[src/design/kct_pkg.sv]
// shared types and codes for the keyed compacting table
package kct_pkg;

    localparam int KEY0_W = 64;
    localparam int KEY1_W = 64;
    localparam int KEY2_W = 24;
    localparam int QTY_W  = 16;
    localparam int CNT_OUT_W = 5;

    // operation codes
    localparam logic [1:0] FUNC_INSERT = 2'd0;
    localparam logic [1:0] FUNC_REMOVE = 2'd1;
    localparam logic [1:0] FUNC_SEARCH = 2'd2;

    // status codes
    localparam logic [2:0] ST_INSERTED = 3'd0;
    localparam logic [2:0] ST_FULL     = 3'd1;
    localparam logic [2:0] ST_REMOVED  = 3'd2;
    localparam logic [2:0] ST_NOTFOUND = 3'd3;
    localparam logic [2:0] ST_FOUND    = 3'd4;

    typedef struct packed {
        logic [KEY0_W-1:0] w0;
        logic [KEY1_W-1:0] w1;
        logic [KEY2_W-1:0] w2;
    } t_key;

    typedef struct packed {
        t_key              key;
        logic [KEY0_W-1:0] kind0;
        logic [KEY1_W-1:0] kind1;
        logic [KEY2_W-1:0] kind2;
        logic [QTY_W-1:0]  qty;
    } t_entry;

    // per-cycle commands broadcast to every cell
    typedef struct packed {
        logic cmp;  // latch key match
        logic ins;  // tail cell loads the new entry
        logic del;  // cells at or after the first hit take their neighbor
    } t_cell_ctrl;

endpackage

[src/design/kct_cell.sv]
// one table slot: holds an entry, matches the key and shifts toward the head on remove
module kct_cell
    import kct_pkg::*;
(
    input  logic       i_clk,
    input  logic       i_rst_n,
    input  t_cell_ctrl i_ctrl,
    input  logic       i_live,
    input  logic       i_tail,
    input  t_key       i_key,
    input  t_entry     i_new,
    input  t_entry     i_next,
    input  logic       i_hit_before,
    output logic       o_hit_before,
    output logic       o_first,
    output t_entry     o_entry
);

    t_entry r_entry;
    logic   r_hit;
    logic   n_match;

    // exact compare over all key bytes
    assign n_match = (r_entry.key == i_key);

    // hit flag, refreshed on every compare cycle
    always_ff @(posedge i_clk) begin
        if (!i_rst_n) begin
            r_hit <= 1'b0;
        end else if (i_ctrl.cmp) begin
            r_hit <= i_live && n_match;
        end
    end

    // entry storage: load at the tail, or close the gap left by a remove
    always_ff @(posedge i_clk) begin
        if (i_ctrl.ins && i_tail) begin
            r_entry <= i_new;
        end else if (i_ctrl.del && (i_hit_before || r_hit)) begin
            r_entry <= i_next;
        end
    end

    assign o_hit_before = i_hit_before || r_hit;
    assign o_first      = r_hit && !i_hit_before;
    assign o_entry      = r_entry;

endmodule

[config.mk]
export PLATFORM = sky130hd
export DESIGN_NAME = kct_cell
export DESIGN_NICKNAME = d
export VERILOG_FILES = /design/src/design/kct_pkg.sv /design/src/design/kct_cell.sv
export SDC_FILE = /design/constraint.sdc
export NUM_CORES = 1
export LEC_CHECK = 0
export ABC_CLOCK_PERIOD_IN_PS = 11900
export BUFFER_PORTS_ARGS = -buffer_cell sky130_fd_sc_hd__buf_2
export CORE_AREA = 2 2 432 434
export CTS_CLUSTER_DIAMETER = 40
export CTS_CLUSTER_SIZE = 24
export DETAILED_ROUTE_END_ITERATION = 10
export DIE_AREA = 0 0 434 436
export GPL_TIMING_DRIVEN = 0
export HOLD_SLACK_MARGIN = 0.06
export PLACE_DENSITY = 0.3
export SYNTH_ARGS = -nofsm -noshare
export SYNTH_HDL_FRONTEND = slang
export SYNTH_SLANG_ARGS = --single-unit
[constraint.sdc]
create_clock -name i_clk -period 11.9 [get_ports i_clk]
set_input_delay 1.19 -clock i_clk [delete_from_list [all_inputs] [get_ports i_clk]]
set_output_delay 1.19 -clock i_clk [all_outputs]
set_load 0.005 [all_outputs]
==> results of run 1 <==
[routing by layer]
metal	share of wire (%)	GRT usage, %	vias up
met2	56	22.64	678
met3	8.3	4.143	151
met1	33	11.01	6557
met4	3.4	4.178	6
met5	0.036	0	-
li1	-	-	6206
[final timing paths]
check | from | end | slack (ns) | cells after the start
max | i_ctrl[1] | o_entry[157] | 7.82 | 9
min | r_hit | r_hit | 0.50 | 2
max reg2reg | o_entry[210] | r_hit | 8.57 | 6
min reg2reg | r_hit | r_hit | 0.50 | 2
[kinds of logic (layout without fill, tap and decap cells)]
| logic type | after synthesis | in the layout | synth area share [%] |
|---|---|---|---|
| flops | 321 | 321 | 63.04 |
| simple gates | 78 | 78 | 3.219 |
| compound gates | 49 | 49 | 2.482 |
| buf+inv | 88 | 1394 | 2.163 |
| xor+xnor | 96 | 96 | 5.505 |
| mux | 320 | 320 | 23.59 |
| other cells | 0 | 9 | 0 |
[cell usage after synthesis (2+ instances only)]
| cell | count |
|---|---|
| a2111oi_0 | 2 |
| inv_1 | 51 |
| inv_2 | 2 |
| nand2_1 | 3 |
| xor2_1 | 91 |
| o22ai_1 | 20 |
| or4_1 | 3 |
| a221oi_1 | 4 |
| mux2_2 | 320 |
| nand2b_1 | 15 |
| nand4_1 | 9 |
| edfxtp_1 | 320 |
| xnor2_1 | 5 |
| nor2b_1 | 10 |
| o2111ai_1 | 5 |
| nor4_1 | 31 |
| o2bb2ai_1 | 5 |
| clkbuf_1 | 32 |
| a22o_1 | 9 |
| buf_1 | 3 |
[critical path, cell delays in order]
cell and delay, ns:
buf_2 0.15, nand2_1 0.24, clkbuf_1 0.40, clkbuf_2 0.63
nand2_4 0.46, buf_16 0.37, buf_16 0.24, buf_16 0.24
buf_16 0.27
[sequential cells by signal (all words and copies together), names as in the netlist]
name	flops
o_entry	320
r_hit	1
[power by group]
| part | leakage (nW) | total (mW) | internal (mW) | switching, mW |
|---|---|---|---|---|
| sequential | 3.11 | 1.49 | 1.41 | 0.0840 |
| clock | 1.58 | 2.67 | 1.85 | 0.829 |
| combinational | 6.84 | 0.657 | 0.303 | 0.354 |
[through the flow]
stage	std cells	setup TNS [ns]
floorplan	952	0
global placement	4553	-2040.46
detailed placement	4565	0
CTS	4738	0
global route	4745	0
finish	4747	0
[final cells by class]
cell class | count | share of cell area (%)
flip-flops and latches | 321 | 34.83
inverters | 53 | 0.7195
repair buffers | 1133 | 21.36
well taps | 2480 | 11.22
clock buffers | 108 | 8.851
clock inverters | 65 | 3.077
multi-input cells | 543 | 19.32
diodes | 9 | 0.08146
plain buffers | 35 | 0.5430
==> impl_metrics.ini, run 1 <==
[run_status]
run_status = completed

[power]
p_per_area_nw_per_um2 = 174.4
total_power_mw = 4.823
leakage_nw = 11.53
ir_drop_mv = 0.09521

[sta]
fin_crit_sh_pct = 34.25
worstMarginPinSlew_ns = 1.272
slew_violations = 0
rsz0062_at_grt = no
setup-violations-final = 0
max_freq_mhz = 245.4
fin_skew_ns = 0.02168
fin_ws_ns = 7.824
fin_crit_ns = 4.076
relSlewSlack_pct = 15.20
whs_ns = 0.5006
hold_violations = 0

[synthesis]
synth_seq_cells = 321
synth_top_cell_by_area = edfxtp_1
yosys_most_used_dff = edfxtp_1
synth_nets = 1752
synth_edf_count = 320
syn_inst = 952
netlist_top_cells_area = edfxtp_1 (63%), mux2_2 (24%), xor2_1 (5.2%)
syn_area_sq_um = 15270
yosysUniqueCellTypes = 32
yosys_warnings = 0
synthArstFlopShare_pct = 0
seq_area_frac_synth_pct = 63.04
yosys.area.top_type_share_pct = 62.91
avgSynthCellArea_sq_um = 16.04

[min_path]
hold_class = reg -> reg

[die]
start_util_pct = 8.273
rows = 158
die_h_um = 436
pin_count = 1122
die-area_sq_um = 189200
die_x_um = 434
core_sq_um = 184600

[cells_and_area]
areaGrowthSynthToFinish_pct = 81.01
fin_util_pct = 14.97
ff_latch_area_sq_um = 9629
final_common_cell = buf_2
drive_gt1_share_pct = 71.79
final_nets = 2982
fill_cells = 20960
multiInputGateArea_sq_um = 5341
layout.cells.most_common_list = buf_2 (1121), mux2_2 (320), edfxtp_1 (320), clkbuf_16 (96), xor2_1 (91)
stdcell_area_sq_um = 27650

[routing]
drc = 0
wl_per_cell_um = 23.94
ant_nets = 0
vias = 13600
drt-total-wl_um = 113600
drt_iter0_drc = 598
dr.pass1.iters = 5
vias_per_cell = 2.865

[clock_tree]
postCtsHoldBufs = 0
clock-sinks = 321
cts_tree = done
h-tree-depth = 3
cts.reportedPaths.clkPinSlew_ns = 0.05
clkLatencyLatePin_ns = 0.71
postCtsSetupRepairBufs = 0
cts.path.max_buffers = 3
numCtsBuffers = 95
root_buffer = clkbuf_16
ctsResizeCount = 0

[place]
dpl_cell_area_sq_um = 24330
portBuffers = 1121
gp_congestion = 0.8892
place_ws_ns = 6.905
dp_hpwl_um = 97490

[setup_path]
path_max_fanout = 60
end_kind = flip-flop
path_class = in -> reg
timing.critical_path.arrival_ns = 4.48
cp-start-kind = input port
worst-endpoint-required_ns = 12.30

[grt]
grt_pass1_wl_um = 141800
antenna_found_initial = 17
grt_use_total_pct = 11.64
grt_pass1_vias = 14550
overflow = 0
grt_max_degree = 61

[job]
maxCapViolCount = 0
(Power assumes the default switching activity.)
==> run 2, diff against run 1 <==
Settings changed: ABC_CLOCK_PERIOD_IN_PS 11900 to 4100.
Clock period 11.9 ns to 4.1 ns, I/O delays scaled along.
==> run 2 against run 1 <==
Compared with the run above: clock power grew to 2.6 times the previous value; wire length up 0.57%; utilization rose by 3.2 points; critical path type is now reg -> reg; critical endpoint is now r_hit.
==> impl_metrics.ini, run 2 (synthesized netlist as in run 1, its figures left out) <==
[run_status]
run_status = completed

[sta]
fin_skew_ns = 0.01987
whs_ns = 0.1351
fin_tns_setup_ns = 0
worstMarginPinSlew_ns = 1.203
setup-violations-final = 0
relSlewSlack_pct = 19.83
max_freq_mhz = 311.7
hold_violations = 0
fin_crit_sh_pct = 78.24
fin_crit_ns = 3.208
rsz0062_at_grt = no
slew_violations = 0

[place]
portBuffers = 1121
dp_hpwl_um = 93980
gp_congestion = 0.8754
dp_cells = 4561

[cells_and_area]
final_nets = 3601
drive_gt1_share_pct = 56.17
stdcell_count = 5368
final_common_cell = buf_2
largest_register_ffs = 320
ff_latch_area_sq_um = 9629
fill_cells = 20700
areaGrowthSynthToFinish_pct = 119.3
multiInputGateArea_sq_um = 5350
layout.cells.most_common_list = buf_2 (1122), dlygate4sd3_1 (625), mux2_2 (320), edfxtp_1 (320), clkbuf_16 (95)
fin_util_pct = 18.14

[setup_path]
startpoint = o_entry[212]
reg2reg_depth = 6
timing.critical_path.arrival_ns = 3.82
endpoint = r_hit
worst_path_max_delay_cell = nor4_1
cp_slowest_stage_delay_ns = 0.90
worst-endpoint-required_ns = 4.71
crit_chain = xor2_1 > nor4_1 > nand4_1 > nor4_1 > nand4_1 > o21ai_1
ff2ff_setup_slack_ns = 0.89
cp.depth = 6
path_class = reg -> reg
critical-path-top-delay-family = simple AND/OR/NAND/NOR gates
cp-start-kind = flip-flop
critical_path_buf_inv_count = 0
path_max_fanout = 2
reg2reg_from = o_entry[212]
r2r-end = r_hit
end_kind = flip-flop

[power]
pwr-share-clk_pct = 50.7
pwr-share-seq_pct = 31.5
switching_power_mw = 3.715
combPwrFrac_pct = 17.8
total_power_mw = 13.76
ir_drop_mv = 0.2875
p_per_area_nw_per_um2 = 410.8
swShare_pct = 26.99
leakage_nw = 13.94
intPower_mw = 10.05

[routing]
drt-total-wl_um = 114300
drt_iter0_drc = 672
vias_per_cell = 2.985
vias = 16030
drc = 0
wl_per_cell_um = 21.29
dr.pass1.iters = 4
ant_nets = 0

[grt]
grt_use_total_pct = 11.70
top_usage_layer = met2
grt_pass1_wl_um = 147800
grt_util_met3_pct = 3.526
grt.met1_usage_pct = 11.48
overflow = 0
antenna_found_initial = 21
grt_max_degree = 93
grt.met2_usage_pct = 22.71
grt_pass1_vias = 17610

[die]
pin_count = 1122
die_x_um = 434
die_h_um = 436
die-area_sq_um = 189200
start_util_pct = 8.273
core_sq_um = 184600
rows = 158

[clock_tree]
clock-sinks = 321
cts.path.max_buffers = 3
clkLatencyLatePin_ns = 0.68
cts_tree = done
numCtsBuffers = 93
h-tree-depth = 3
root_buffer = clkbuf_16
cts.reportedPaths.clkPinSlew_ns = 0.05

[min_path]
hold_class = in -> reg
hp-start = i_next[224]

[job]
maxCapViolCount = 0
-- run 2: cell types whose count changed in the layout (fill, tap and decap cells not counted), moves of 3 or more --
cell           delta
buf_16            -4
bufinv_16        -12
clkbuf_8          +3
clkinv_2          +3
clkinv_4          +4
dlygate4sd3_1   +625
inv_6             +3
-- run 2: layer usage --
layer | vias up | wire length, um
li1 | 7441 | -
met4 | 4 | 3829
met2 | 696 | 62960
met3 | 165 | 9073
met5 | - | 27
met1 | 7719 | 38400
-- run 2: how the worst min path moves through the flow --
stage / to / cells after the start / slack [ns]
floorplan: r_hit / 2 / 0.46
global placement: r_hit / 2 / 0.52
detailed placement: r_hit / 2 / 0.54
CTS: o_entry[312] / 2 / 0.06
global route: o_entry[224] / 2 / 0.07
finish: o_entry[224] / 2 / 0.14
-- run 2: through the flow --
stage / setup slack (ns) / cell area [sq um]
after global routing: 0.5693 / 33480
final: 0.8920 / 33490
after floorplan: 0.3572 / 15280
after CTS: 0.2656 / 33470
after detailed placement: -0.2785 / 24220
after global placement: -3.804 / 24000
-- run 2: power by group through the flow --
stage / Clock [mW] / Sequential, mW / Combinational (mW)
floorplan: 0 / 4.36 / 0.554
global placement: 0 / 4.43 / 1.94
detailed placement: 0 / 4.39 / 1.96
CTS: 7.22 / 4.34 / 2.54
global route: 7.36 / 4.37 / 2.66
finish: 6.98 / 4.33 / 2.45
-- run 2: repair_timing --
action | 4_1_cts | 5_1_grt
setup buffers | 0 | 0
gates resized for setup | 1 | 0
hold buffers | 625 | 0
endpoints found under the hold margin | 317 | 0
setup endpoints to repair | 1 | 0
-- run 2: layout make-up --
type / count / share of cell area (%)
Sequential cell: 321 / 28.75
Clock inverter: 61 / 1.554
Tap cell: 2480 / 9.264
Antenna cell: 11 / 0.08218
Multi-Input combinational cell: 543 / 15.97
Inverter: 53 / 0.5939
Timing Repair Buffer: 1754 / 35.98
Clock buffer: 110 / 7.355
Buffer: 35 / 0.4483
